### src/rtl/core/mmcs_pkg.sv
// mmcs_pkg: shared types and constants of the min-max contrast stretch block
// used by every module under rtl/core; depends on nothing else
`timescale 1ns / 1ps

package mmcs_pkg;

  // widths fixed by the stream fields
  localparam int SAMPLE_BITS  = 8;
  localparam int NUM_CHANNELS = 3;
  localparam int CH_BITS      = 2;
  localparam int NUM_BITS     = 2 * SAMPLE_BITS + 1;  // signed (s - min) * max_value
  localparam int DEN_BITS     = SAMPLE_BITS + 1;      // signed max - min

  // register map, byte address = 4 * index
  localparam logic REG_MAX_VALUE = 1'b0;

  localparam logic [SAMPLE_BITS-1:0] MAX_VALUE_RESET = 8'd255;
  localparam logic [SAMPLE_BITS-1:0] STAT_MIN_RESET  = 8'd255;
  localparam logic [SAMPLE_BITS-1:0] STAT_MAX_RESET  = 8'd0;

  // operation codes carried in the func field
  typedef enum logic [1:0] {
    FUNC_CLEAR   = 2'd0,
    FUNC_MEASURE = 2'd1,
    FUNC_MAP     = 2'd2,
    FUNC_NOP     = 2'd3
  } func_t;

  // one map job handed from the front end to the divider
  typedef struct packed {
    logic                        imm;   // result known, no division
    logic                        flat;  // channel max equals min
    logic signed [NUM_BITS-1:0]  num;
    logic signed [DEN_BITS-1:0]  den;
    logic [SAMPLE_BITS-1:0]      mv;
  } mmcs_job_t;

  // divider sequencer states
  typedef enum logic [1:0] {
    BK_IDLE = 2'd0,
    BK_DIV  = 2'd1,
    BK_HOLD = 2'd2
  } bk_state_t;

endpackage

### src/rtl/core/min_max_contrast_stretch.sv
// Min-max contrast stretch: clear, measure and map items for three channels. Clear and
// measure act on the channel statistics when accepted and yield no output transaction. A
// map item yields one output transaction; when the divide is needed it passes stats
// lookup, multiply, job decode, 8 restoring divide steps on one shared divider and result
// load, and the divider takes a new map job only once its last result is loaded. Maps of a
// flat channel, of channel three or with a negative or saturating result skip the divide.
// A two-entry job queue lets input keep flowing while a result waits at the output.
// min_max_contrast_stretch: top level, APB register and stream ports; uses mmcs_pkg,
// mmcs_front, mmcs_queue and mmcs_back
`timescale 1ns / 1ps

module min_max_contrast_stretch (
  input  logic        clk,
  input  logic        rst,
  // apb register port
  input  logic        psel,
  input  logic        penable,
  input  logic        pwrite,
  input  logic [2:0]  paddr,
  input  logic [31:0] pwdata,
  output logic [31:0] prdata,
  output logic        pready,
  // input stream
  input  logic        s_tvalid,
  output logic        s_tready,
  input  logic [7:0]  s_tdata,   // [7:0] sample
  input  logic [3:0]  s_tuser,   // [1:0] func, [3:2] channel
  // output stream
  output logic        m_tvalid,
  input  logic        m_tready,
  output logic [7:0]  m_tdata,   // [7:0] mapped_sample
  output logic        m_tuser    // [0] flat_channel
);

  logic [mmcs_pkg::SAMPLE_BITS-1:0] max_value;
  logic                             reg_hit;
  logic                             job_valid;
  logic                             job_ready;
  mmcs_pkg::mmcs_job_t              job_in;
  logic                             q_valid;
  logic                             q_ready;
  mmcs_pkg::mmcs_job_t              q_job;

  // register file
  assign pready  = 1'b1;
  assign reg_hit = (paddr[2] == mmcs_pkg::REG_MAX_VALUE);
  assign prdata  = reg_hit ? {24'd0, max_value} : 32'd0;

  always_ff @(posedge clk) begin
    if (rst) begin
      max_value <= mmcs_pkg::MAX_VALUE_RESET;
    end else if (psel && penable && pwrite && pready && reg_hit) begin
      max_value <= pwdata[mmcs_pkg::SAMPLE_BITS-1:0];
    end
  end

  mmcs_front u_front (
    .clk       (clk),
    .rst       (rst),
    .in_valid  (s_tvalid),
    .in_ready  (s_tready),
    .func      (s_tuser[1:0]),
    .channel   (s_tuser[3:2]),
    .sample    (s_tdata),
    .max_value (max_value),
    .job_valid (job_valid),
    .job_ready (job_ready),
    .job       (job_in)
  );

  mmcs_queue u_queue (
    .clk        (clk),
    .rst        (rst),
    .push_valid (job_valid),
    .push_ready (job_ready),
    .push_data  (job_in),
    .pop_valid  (q_valid),
    .pop_ready  (q_ready),
    .pop_data   (q_job)
  );

  mmcs_back u_back (
    .clk        (clk),
    .rst        (rst),
    .job_valid  (q_valid),
    .job_ready  (q_ready),
    .job        (q_job),
    .out_valid  (m_tvalid),
    .out_ready  (m_tready),
    .out_sample (m_tdata),
    .out_flat   (m_tuser)
  );

endmodule

### src/rtl/core/mmcs_front.sv
// mmcs_front: accepts stream transactions, keeps per-channel min/max and
// builds map jobs (numerator and denominator); uses mmcs_pkg
`timescale 1ns / 1ps

module mmcs_front (
  input  logic                               clk,
  input  logic                               rst,
  input  logic                               in_valid,
  output logic                               in_ready,
  input  logic [1:0]                         func,
  input  logic [mmcs_pkg::CH_BITS-1:0]       channel,
  input  logic [mmcs_pkg::SAMPLE_BITS-1:0]   sample,
  input  logic [mmcs_pkg::SAMPLE_BITS-1:0]   max_value,
  output logic                               job_valid,
  input  logic                               job_ready,
  output mmcs_pkg::mmcs_job_t                job
);

  logic [mmcs_pkg::SAMPLE_BITS-1:0] channel_min [mmcs_pkg::NUM_CHANNELS];
  logic [mmcs_pkg::SAMPLE_BITS-1:0] channel_max [mmcs_pkg::NUM_CHANNELS];

  // stage register between stats lookup and multiply
  logic                                    st_valid;
  logic                                    st_imm;
  logic                                    st_flat;
  logic signed [mmcs_pkg::DEN_BITS-1:0]    st_diff;
  logic signed [mmcs_pkg::DEN_BITS-1:0]    st_den;

  logic                                    accept;
  logic                                    ch_ok;
  logic [mmcs_pkg::SAMPLE_BITS-1:0]        cur_min;
  logic [mmcs_pkg::SAMPLE_BITS-1:0]        cur_max;
  logic signed [mmcs_pkg::DEN_BITS-1:0]    diff;
  logic signed [mmcs_pkg::DEN_BITS-1:0]    den;
  logic signed [2*mmcs_pkg::DEN_BITS-1:0]  product;
  mmcs_pkg::func_t                         op;

  assign op       = mmcs_pkg::func_t'(func);
  assign in_ready = !st_valid || job_ready;
  assign accept   = in_valid && in_ready;
  assign ch_ok    = (channel < 2'(mmcs_pkg::NUM_CHANNELS));

  // stats lookup for the addressed channel
  always_comb begin
    cur_min = mmcs_pkg::STAT_MIN_RESET;
    cur_max = mmcs_pkg::STAT_MAX_RESET;
    if (ch_ok) begin
      cur_min = channel_min[channel];
      cur_max = channel_max[channel];
    end
    diff = $signed({1'b0, sample}) - $signed({1'b0, cur_min});
    den  = $signed({1'b0, cur_max}) - $signed({1'b0, cur_min});
  end

  // clear and measure act at once, no transaction leaves for them
  always_ff @(posedge clk) begin
    if (rst) begin
      for (int c = 0; c < mmcs_pkg::NUM_CHANNELS; c++) begin
        channel_min[c] <= mmcs_pkg::STAT_MIN_RESET;
        channel_max[c] <= mmcs_pkg::STAT_MAX_RESET;
      end
    end else if (accept) begin
      case (op)
        mmcs_pkg::FUNC_CLEAR: begin
          for (int c = 0; c < mmcs_pkg::NUM_CHANNELS; c++) begin
            channel_min[c] <= mmcs_pkg::STAT_MIN_RESET;
            channel_max[c] <= mmcs_pkg::STAT_MAX_RESET;
          end
        end
        mmcs_pkg::FUNC_MEASURE: begin
          if (ch_ok) begin
            if (sample > cur_max) channel_max[channel] <= sample;
            if (sample < cur_min) channel_min[channel] <= sample;
          end
        end
        default: ;
      endcase
    end
  end

  // map items wait here for the multiply and the queue
  always_ff @(posedge clk) begin
    if (rst) begin
      st_valid <= 1'b0;
    end else if (accept) begin
      st_valid <= (op == mmcs_pkg::FUNC_MAP);
    end else if (job_ready) begin
      st_valid <= 1'b0;
    end
  end

  always_ff @(posedge clk) begin
    if (accept) begin
      st_imm  <= !ch_ok || (den == '0);
      st_flat <= ch_ok && (den == '0);
      st_diff <= diff;
      st_den  <= den;
    end
  end

  // multiply before divide
  assign product = st_diff * $signed({1'b0, max_value});

  always_comb begin
    job_valid = st_valid;
    job.imm   = st_imm;
    job.flat  = st_flat;
    job.num   = product[mmcs_pkg::NUM_BITS-1:0];
    job.den   = st_den;
    job.mv    = max_value;
  end

endmodule

### src/rtl/core/mmcs_queue.sv
// mmcs_queue: two-entry job queue between front end and divider
// uses mmcs_pkg for the job type
`timescale 1ns / 1ps

module mmcs_queue (
  input  logic                clk,
  input  logic                rst,
  input  logic                push_valid,
  output logic                push_ready,
  input  mmcs_pkg::mmcs_job_t push_data,
  output logic                pop_valid,
  input  logic                pop_ready,
  output mmcs_pkg::mmcs_job_t pop_data
);

  mmcs_pkg::mmcs_job_t slots [2];
  logic                wr_ptr;
  logic                rd_ptr;
  logic [1:0]          count;
  logic                push;
  logic                pop;

  assign push_ready = (count != 2'd2);
  assign pop_valid  = (count != 2'd0);
  assign push       = push_valid && push_ready;
  assign pop        = pop_valid && pop_ready;
  assign pop_data   = slots[rd_ptr];

  // pointers and fill level
  always_ff @(posedge clk) begin
    if (rst) begin
      wr_ptr <= 1'b0;
      rd_ptr <= 1'b0;
      count  <= 2'd0;
    end else begin
      if (push) wr_ptr <= !wr_ptr;
      if (pop)  rd_ptr <= !rd_ptr;
      count <= count + 2'(push) - 2'(pop);
    end
  end

  always_ff @(posedge clk) begin
    if (push) slots[wr_ptr] <= push_data;
  end

`ifndef ASSERT_OFF
  a_count_range: assert property (@(posedge clk) disable iff (rst) count <= 2'd2)
    else $error("queue fill level out of range");
  a_ptr_match: assert property (@(posedge clk) disable iff (rst)
    (count == 2'd0 || count == 2'd2) |-> (wr_ptr == rd_ptr))
    else $error("queue pointers disagree with fill level");
`endif

endmodule

### src/rtl/core/mmcs_back.sv
// mmcs_back: sign handling, saturation and 8-step restoring divider,
// with the output register of the result stream; uses mmcs_pkg
`timescale 1ns / 1ps

module mmcs_back (
  input  logic                               clk,
  input  logic                               rst,
  input  logic                               job_valid,
  output logic                               job_ready,
  input  mmcs_pkg::mmcs_job_t                job,
  output logic                               out_valid,
  input  logic                               out_ready,
  output logic [mmcs_pkg::SAMPLE_BITS-1:0]   out_sample,
  output logic                               out_flat
);

  localparam int SB = mmcs_pkg::SAMPLE_BITS;

  mmcs_pkg::bk_state_t state;
  mmcs_pkg::bk_state_t state_next;

  logic [SB-1:0]          rem;
  logic [SB-1:0]          dvd;
  logic [SB-1:0]          dmag;
  logic [SB-1:0]          mv;
  logic [SB-1:0]          res;
  logic                   res_flat;
  logic [$clog2(SB)-1:0]  cnt;

  logic                   take;
  logic                   load_out;
  logic                   num_neg;
  logic                   den_neg;
  logic [mmcs_pkg::NUM_BITS-1:0] num_abs;
  logic [mmcs_pkg::DEN_BITS-1:0] den_abs;
  logic [2*SB-1:0]        nmag;
  logic [SB-1:0]          dmag_in;
  logic [SB:0]            trial;
  logic                   fits;
  logic [SB-1:0]          quot;

  // magnitudes and signs of the incoming job
  always_comb begin
    num_neg = job.num[mmcs_pkg::NUM_BITS-1];
    den_neg = job.den[mmcs_pkg::DEN_BITS-1];
    num_abs = num_neg ? -job.num : job.num;
    den_abs = den_neg ? -job.den : job.den;
    nmag    = num_abs[2*SB-1:0];
    dmag_in = den_abs[SB-1:0];
  end

  // one restoring step
  always_comb begin
    trial = {rem, dvd[SB-1]};
    fits  = (trial >= {1'b0, dmag});
    quot  = {dvd[SB-2:0], fits};
  end

  // next state
  always_comb begin
    state_next = state;
    case (state)
      mmcs_pkg::BK_IDLE: begin
        if (job_valid) begin
          if (job.imm || job.num == '0 || num_neg != den_neg || nmag[2*SB-1:SB] >= dmag_in)
            state_next = mmcs_pkg::BK_HOLD;
          else
            state_next = mmcs_pkg::BK_DIV;
        end
      end
      mmcs_pkg::BK_DIV:  if (cnt == '1) state_next = mmcs_pkg::BK_HOLD;
      mmcs_pkg::BK_HOLD: if (!out_valid || out_ready) state_next = mmcs_pkg::BK_IDLE;
      default:           state_next = mmcs_pkg::BK_IDLE;
    endcase
  end

  // sequencer outputs
  always_comb begin
    take     = 1'b0;
    load_out = 1'b0;
    case (state)
      mmcs_pkg::BK_IDLE: take     = job_valid;
      mmcs_pkg::BK_HOLD: load_out = !out_valid || out_ready;
      default: ;
    endcase
  end

  assign job_ready = take;

  always_ff @(posedge clk) begin
    if (rst) state <= mmcs_pkg::BK_IDLE;
    else     state <= state_next;
  end

  // job decode and divider datapath
  always_ff @(posedge clk) begin
    if (take) begin
      mv       <= job.mv;
      dmag     <= dmag_in;
      rem      <= nmag[2*SB-1:SB];
      dvd      <= nmag[SB-1:0];
      cnt      <= '0;
      res_flat <= job.flat;
      if (job.imm || job.num == '0 || num_neg != den_neg)
        res <= '0;
      else
        res <= job.mv;
    end else if (state == mmcs_pkg::BK_DIV) begin
      rem <= fits ? (trial[SB-1:0] - dmag) : trial[SB-1:0];
      dvd <= quot;
      cnt <= cnt + 1'b1;
      if (cnt == '1) res <= (quot > mv) ? mv : quot;
    end
  end

  // result register, frees the divider while the sink stalls
  always_ff @(posedge clk) begin
    if (rst) begin
      out_valid <= 1'b0;
    end else if (load_out) begin
      out_valid <= 1'b1;
    end else if (out_ready) begin
      out_valid <= 1'b0;
    end
  end

  always_ff @(posedge clk) begin
    if (load_out) begin
      out_sample <= res;
      out_flat   <= res_flat;
    end
  end

`ifndef ASSERT_OFF
  a_rem_below_den: assert property (@(posedge clk) disable iff (rst)
    (state == mmcs_pkg::BK_DIV) |-> (rem < dmag))
    else $error("divider remainder not below divisor");
  a_flat_zero: assert property (@(posedge clk) disable iff (rst)
    (out_valid && out_flat) |-> (out_sample == '0))
    else $error("flat channel result not zero");
  a_no_take_busy: assert property (@(posedge clk) disable iff (rst)
    job_ready |-> (state == mmcs_pkg::BK_IDLE))
    else $error("job taken while divider busy");
`endif

endmodule

### config.mk
export PLATFORM = sky130hd
export DESIGN_NAME = min_max_contrast_stretch
export DESIGN_NICKNAME = d
export VERILOG_FILES = /design/src/rtl/core/mmcs_pkg.sv /design/src/rtl/core/min_max_contrast_stretch.sv /design/src/rtl/core/mmcs_front.sv /design/src/rtl/core/mmcs_queue.sv /design/src/rtl/core/mmcs_back.sv
export SDC_FILE = /design/constraint.sdc
export NUM_CORES = 1
export LEC_CHECK = 0
export BUFFER_PORTS_ARGS = -buffer_cell sky130_fd_sc_hd__buf_2
export CAP_MARGIN = 5
export CORE_UTILIZATION = 30
export DETAILED_ROUTE_END_ITERATION = 8
export SETUP_SLACK_MARGIN = 0.1
export SLEW_MARGIN = 10
export SYNTH_ARGS = -nofsm -noshare
export SYNTH_HDL_FRONTEND = slang
export SYNTH_SLANG_ARGS = --single-unit
### constraint.sdc
create_clock -name clk -period 7.03 [get_ports clk]
set_input_delay 1.0545 -clock clk [delete_from_list [all_inputs] [get_ports clk]]
set_output_delay 1.0545 -clock clk [all_outputs]
set_load 0.02 [all_outputs]
After elaboration in Yosys (flattened, before gate mapping)
Memory sizes are Yosys's and may differ from the RTL's. A register that Yosys moved wholly into a read port is not among the register bits.
Index checks and enable logic that the tools add are counted.
{ "word_totals": {"reg_bits": 89, "ram_bits": 120, "output_inout_bits": 44, "word_cells": 146, "n_memories": 3} }
{ "classes": {"add_sub_neg": 8, "multipliers": 1, "n_lt_le_gt_ge": 6, "n_eq_ne": 10, "n_mux": 60, "n_bitwise": 7, "n_reduce_logical": 31} }
{ "memory_table": {"columns": ["name", "depth", "width", "rd", "rd_ports_with_merged_regs", "write_ports", "line_no", "rtl"], "rows": [
  ["u_queue.slots", 2, 36, 1, 1, 1, "mmcs_queue.sv:16", "mmcs_pkg::mmcs_job_t slots [2];"],
  ["u_front.channel_max", 3, 8, 1, 0, 3, "mmcs_front.sv:20", "logic [mmcs_pkg::SAMPLE_BITS-1:0] channel_max [mmcs_pkg::NUM_CHANNELS];"],
  ["u_front.channel_min", 3, 8, 1, 0, 3, "mmcs_front.sv:19", "logic [mmcs_pkg::SAMPLE_BITS-1:0] channel_min [mmcs_pkg::NUM_CHANNELS];"]
]} }
{ "op_table": {"columns": ["operator", "n"], "rows": [
  ["$mux 8", 22],
  ["$mux 1", 30],
  ["$sub 8x8->9", 2],
  ["$logic_not 17->1", 1],
  ["$mul 9x9->17", 1],
  ["$gt 8x8->1", 2],
  ["$mux 16", 1],
  ["$neg 16->16", 1],
  ["$reduce_or 8->1", 2],
  ["$mux 2", 6],
  ["$reduce_bool 2->1", 5],
  ["$ge 9x8->1", 1],
  ["$logic_not 9->1", 1],
  ["$ge 8x8->1", 1],
  ["$lt 8x8->1", 1],
  ["$neg 8->8", 1],
  ["$sub 8x8->8", 1],
  ["$logic_and 1x1->1", 7],
  ["$logic_or 1x1->1", 6],
  ["$ne 2x1->1 const B", 3],
  ["$or 1x1->1", 6],
  ["$pmux 2 s3", 1],
  ["$logic_not 1->1", 5],
  ["$eq 2x1->1 const B", 2],
  ["12 further kinds", 14]
]} }

Longest topological paths before layout
{ "depth": {"ltp_word": 11, "ltp_mapped": 18, "depth_no_buf": 17} }

Modules after synthesis
A second synthesis with hierarchy kept.
{ "hier_totals": {"cells_unflattened": 1174, "area_unflattened_um2": 13412.9} }
{ "modules_own_cells": {"columns": ["mod", "n_inst", "cells_per_inst", "area_each_um2"], "rows": [
  ["mmcs_front", 1, 632, 6555.0],
  ["mmcs_back", 1, 330, 3395.8],
  ["mmcs_queue", 1, 141, 2866.5],
  ["min_max_contrast_stretch", 1, 71, 595.6]
]} }

Least setup slack after synthesis
No wires, ideal clock.
{ "synth_path": {"path_type": "flip-flop to flip-flop", "startpoint": "register max_value[4] in the netlist's numbering", "endpoint": "memory u_queue.slots[0][33] in the netlist's numbering (data pin)", "setup_ns": 0.264, "arrival_time_ns": 4.036, "required_ns": 6.766, "path_slack_ns": 2.731, "stages_incl_launch_ff": 17, "period_less_slack_ns": 4.299, "cell_sequence": "dfxtp_1 > clkbuf_1 > and2_1 > fa_1 > inv_1 > fa_1 > inv_1 > fa_1 > inv_1 > fa_1 > inv_1 > ha_1 > a21o_1 > a21oi_1 > o21ai_0 > a21oi_1 > xnor2_1"} }
{ "synth_lines": {"columns": ["element", "line_no", "rtl"], "rows": [
  ["start: declaration", "min_max_contrast_stretch.sv:35", "logic [mmcs_pkg::SAMPLE_BITS-1:0] max_value;"],
  ["start signal: assignment", "min_max_contrast_stretch.sv:51", "max_value <= mmcs_pkg::MAX_VALUE_RESET;"],
  ["start signal: assignment", "min_max_contrast_stretch.sv:53", "max_value <= pwdata[mmcs_pkg::SAMPLE_BITS-1:0];"],
  ["end: declaration", "mmcs_queue.sv:16", null]
]} }

==> summary.md <==
| Metric | Value |
|---|---|
| CTS Hold Bufs | `0` |
| Hold WC Path Type | `reg -> reg` |
| Overall routed net length | `25.84 mm` |
| Final Critical Period | `4.646 ns` |
| DRC viols | `0` |
| Status | `completed` |
| Cells after Synth | `1182` |
| Static leakage | `0.006046 uW` |
| Final WS setup | `2.384 ns` |
| Post-route ant nets | `0` |
| #FFs+latches synth | `210` |
| Wire per inst | `14.08 um` |
| Synthesis-to-layout area growth | `11.32%` |
| Number of diodes | `0` |
| Arrival @ worst endpoint | `4.88 ns` |
| Commonest non-fill, non-tap cell in the layout | `edfxtp_1` |
| Die ar. | `45510 um2` |
| First-pass GRT wire length | `42.79 mm` |
| FFs w/ async S/R, synth | `0` |
| Sequential share of the synthesized area | `0.4558` |
| Commonest non-fill, non-tap cells in the layout | `190 x edfxtp_1, 145 x inv_1, 87 x ha_1, 82 x nand2_1, 67 x and2_1` |
| Final cell utilization of the core | `0.3380` |
| Peak VDD IR | `0.2264 mV` |
| Post-CTS setup buffer count | `0` |
| Root Driver | `clkbuf_16` |
| Critical Path RT | `7.26 ns` |
| Top FF cell, synth | `edfxtp_1` |
| TritonCTS Buffers | `23` |
| Max H-tree Level | `1` |
| Router iterations before antenna repair | `5` |
| CTS tree | `built` |
| Setup TNS | `0 ns` |
| Nets | `1428` |
| Synthesized cell area | `13400 um2` |
| DR iter-0 viols | `356` |
| Antenna violations before repair | `1` |
| Critical path class | `reg -> reg` |
| Die W | `213.3 um` |
| Final setup skew | `0.02927 ns` |
| Post-synth cell types | `73` |
| IO Port Bufs | `46` |
| PwrDens | `416.5 nW/um2` |
| Max FO, Critical Path | `13` |
| Initial Utilization | `0.3036` |
| Max Buffers Root-to-Sink | `3` |
| # rows | `77` |
| EDFF count, synth | `190` |
| Period utilization | `0.6609` |
| Slew Viols, Final | `0` |
| Largest net degree at the start of global routing | `44` |
| Die height | `213.3 um` |
| FMAX | `0.2152 GHz` |
| Syn_area_per_cell | `11.33 um2` |
| Hold Vio Cnt, Final | `0` |
| Via/cell ratio | `4.519` |
| Max-slew headroom | `0.3038` |
| Final setup vio count | `0` |
| DP HPWL | `19.53 mm` |
| CTS clk-pin slew, worst paths | `0.06 ns` |
| Total I/O pin count | `98` |
| Setup crit start kind | `flop` |
| RSZ-0062 raised after global routing | `false` |
| Vias in the first global route | `8564` |
| Worst slew pin tran | `1.042 ns` |
| Clk sinks | `210` |
| Yosys warns | `0` |
| Total GRT Usage | `0.1170` |
| Total gr overflow | `0` |
| Core box area | `44120 um2` |
| Layout cells sized above 1 | `0.1102` |
| Place WS | `2.361 ns` |
| Number of max-cap violations | `0` |
| Clk_lat worst skew | `0.52 ns` |
| Via count | `8293` |
| Kind of end point of the critical path | `flop` |
| CTS-repair resized insts | `0` |
| Gpl congestion | `0.8001` |
[metal layers]
metal  share of wire  wire [um]  track usage  up-vias
li1                -          -            -     4139
met1            0.45      11580       0.1445     4037
met2            0.50      12920       0.2092       82
met3           0.028        725      0.01662       33
met4           0.023        600      0.03719        2
met5         0.00039         10            0        -
[synth_stat cells (4+ instances only)]
library cell | count | area [um2]
edfxtp_1 | 190 | 5705
inv_1 | 145 | 544.3
ha_1 | 87 | 1089
nand2_1 | 82 | 307.8
and2_1 | 67 | 419.2
fa_1 | 61 | 1221
nor2_1 | 51 | 191.4
a21oi_1 | 44 | 220.2
mux2i_1 | 43 | 430.4
o21ai_0 | 31 | 155.2
xnor2_1 | 30 | 262.8
buf_4 | 27 | 202.7
nand2b_1 | 25 | 156.4
clkbuf_1 | 20 | 75.07
dfxtp_1 | 20 | 400.4
nor3_1 | 20 | 100.1
xor2_1 | 20 | 175.2
mux2_2 | 19 | 214.0
nor2b_1 | 19 | 118.9
or2_2 | 15 | 93.84
a21o_1 | 13 | 97.59
nand3_1 | 13 | 65.06
o21a_1 | 13 | 97.59
nand3b_1 | 12 | 90.09
a31oi_1 | 9 | 56.30
o2bb2ai_1 | 8 | 70.07
o22ai_1 | 7 | 43.79
a211oi_1 | 5 | 37.54
o21bai_1 | 5 | 37.54
o31ai_1 | 5 | 37.54
and3_1 | 4 | 25.02
buf_2 | 4 | 20.02
nand4_1 | 4 | 25.02
o211ai_1 | 4 | 30.03
[cell families after synthesis]
logic type / synth area share
adders and majority gates: 0.1724
and+or+nand+nor: 0.1340
other: 0.0005606
muxes: 0.05090
xor gates and xnor gates: 0.03269
buffers and inverters: 0.06510
DFF: 0.4558
AOI/OAI and AO/OA: 0.08854
[worst max-delay path, cell delays in order (launching register included)]
cell	delay (ns)
dfxtp_1	0.63
nand2_1	0.19
fa_1	0.56
inv_1	0.05
fa_1	0.49
fa_1	0.50
inv_1	0.06
fa_1	0.53
inv_1	0.04
ha_1	0.35
o21ai_0	0.19
nand2b_1	0.07
a31oi_1	0.31
o21bai_1	0.10
a21oi_1	0.18
xnor2_1	0.12
[where the power goes]
group	leakage (uW)	switching, uW	internal, uW	total (uW)
clock	0.000370	475	710	1190
sequential	0.00188	133	1900	2030
combinational	0.00379	1740	1260	3000
total	0.00605	2350	3860	6210
[sequential cells by signal (all words and copies together) (netlist names), 8 cells and up, named ones only]
signal / flops
max_value: 8
u_queue.slots: 72
u_back.res: 8
u_back.mv: 8
u_front.channel_max: 24
u_front.st_den: 9
u_front.channel_min: 24
u_back.dvd: 8
u_back.out_sample: 8
u_back.rem: 8
u_front.st_diff: 9
u_back.dmag: 8
[stage by stage]
| stage | power [uW] | hold slack [ns] | area, um2 | instances |
|---|---|---|---|---|
| 2_1_floorplan | 4420 | 0.4003 | 13480 | 1205 |
| 3_3_place_gp | 4996 | 0.4048 | 14170 | 1793 |
| 3_5_place_dp | 5075 | 0.4045 | 14170 | 1793 |
| 4_1_cts | 6287 | 0.4208 | 14910 | 1835 |
| 5_1_grt | 6764 | 0.4243 | 14910 | 1835 |
| 6_report | 6211 | 0.4189 | 14910 | 1835 |
[worst paths after layout]
path / start / end / slack (ns) / cells after the start
setup reg to reg: max_value[0] / u_queue.slots[0][30] / 2.38 / 15
hold reg to reg: u_back.res[7] / u_back.out_sample[7] / 0.42 / 0
setup / recovery: max_value[0] / u_queue.slots[0][30] / 2.38 / 15
hold / removal: u_back.res[7] / u_back.out_sample[7] / 0.42 / 0
[layout make-up]
cell class / instances / area [um2]
sequential: 210 / 6107
clock inverter: 16 / 157.7
multi-input combinational: 795 / 6513
fill: 4475 / 29210
clock buffer: 26 / 586.8
timing repair buffer: 50 / 260.3
tap: 592 / 740.7
inverter: 146 / 548.0
No activity file was read; power rests on OpenSTA's default activity.
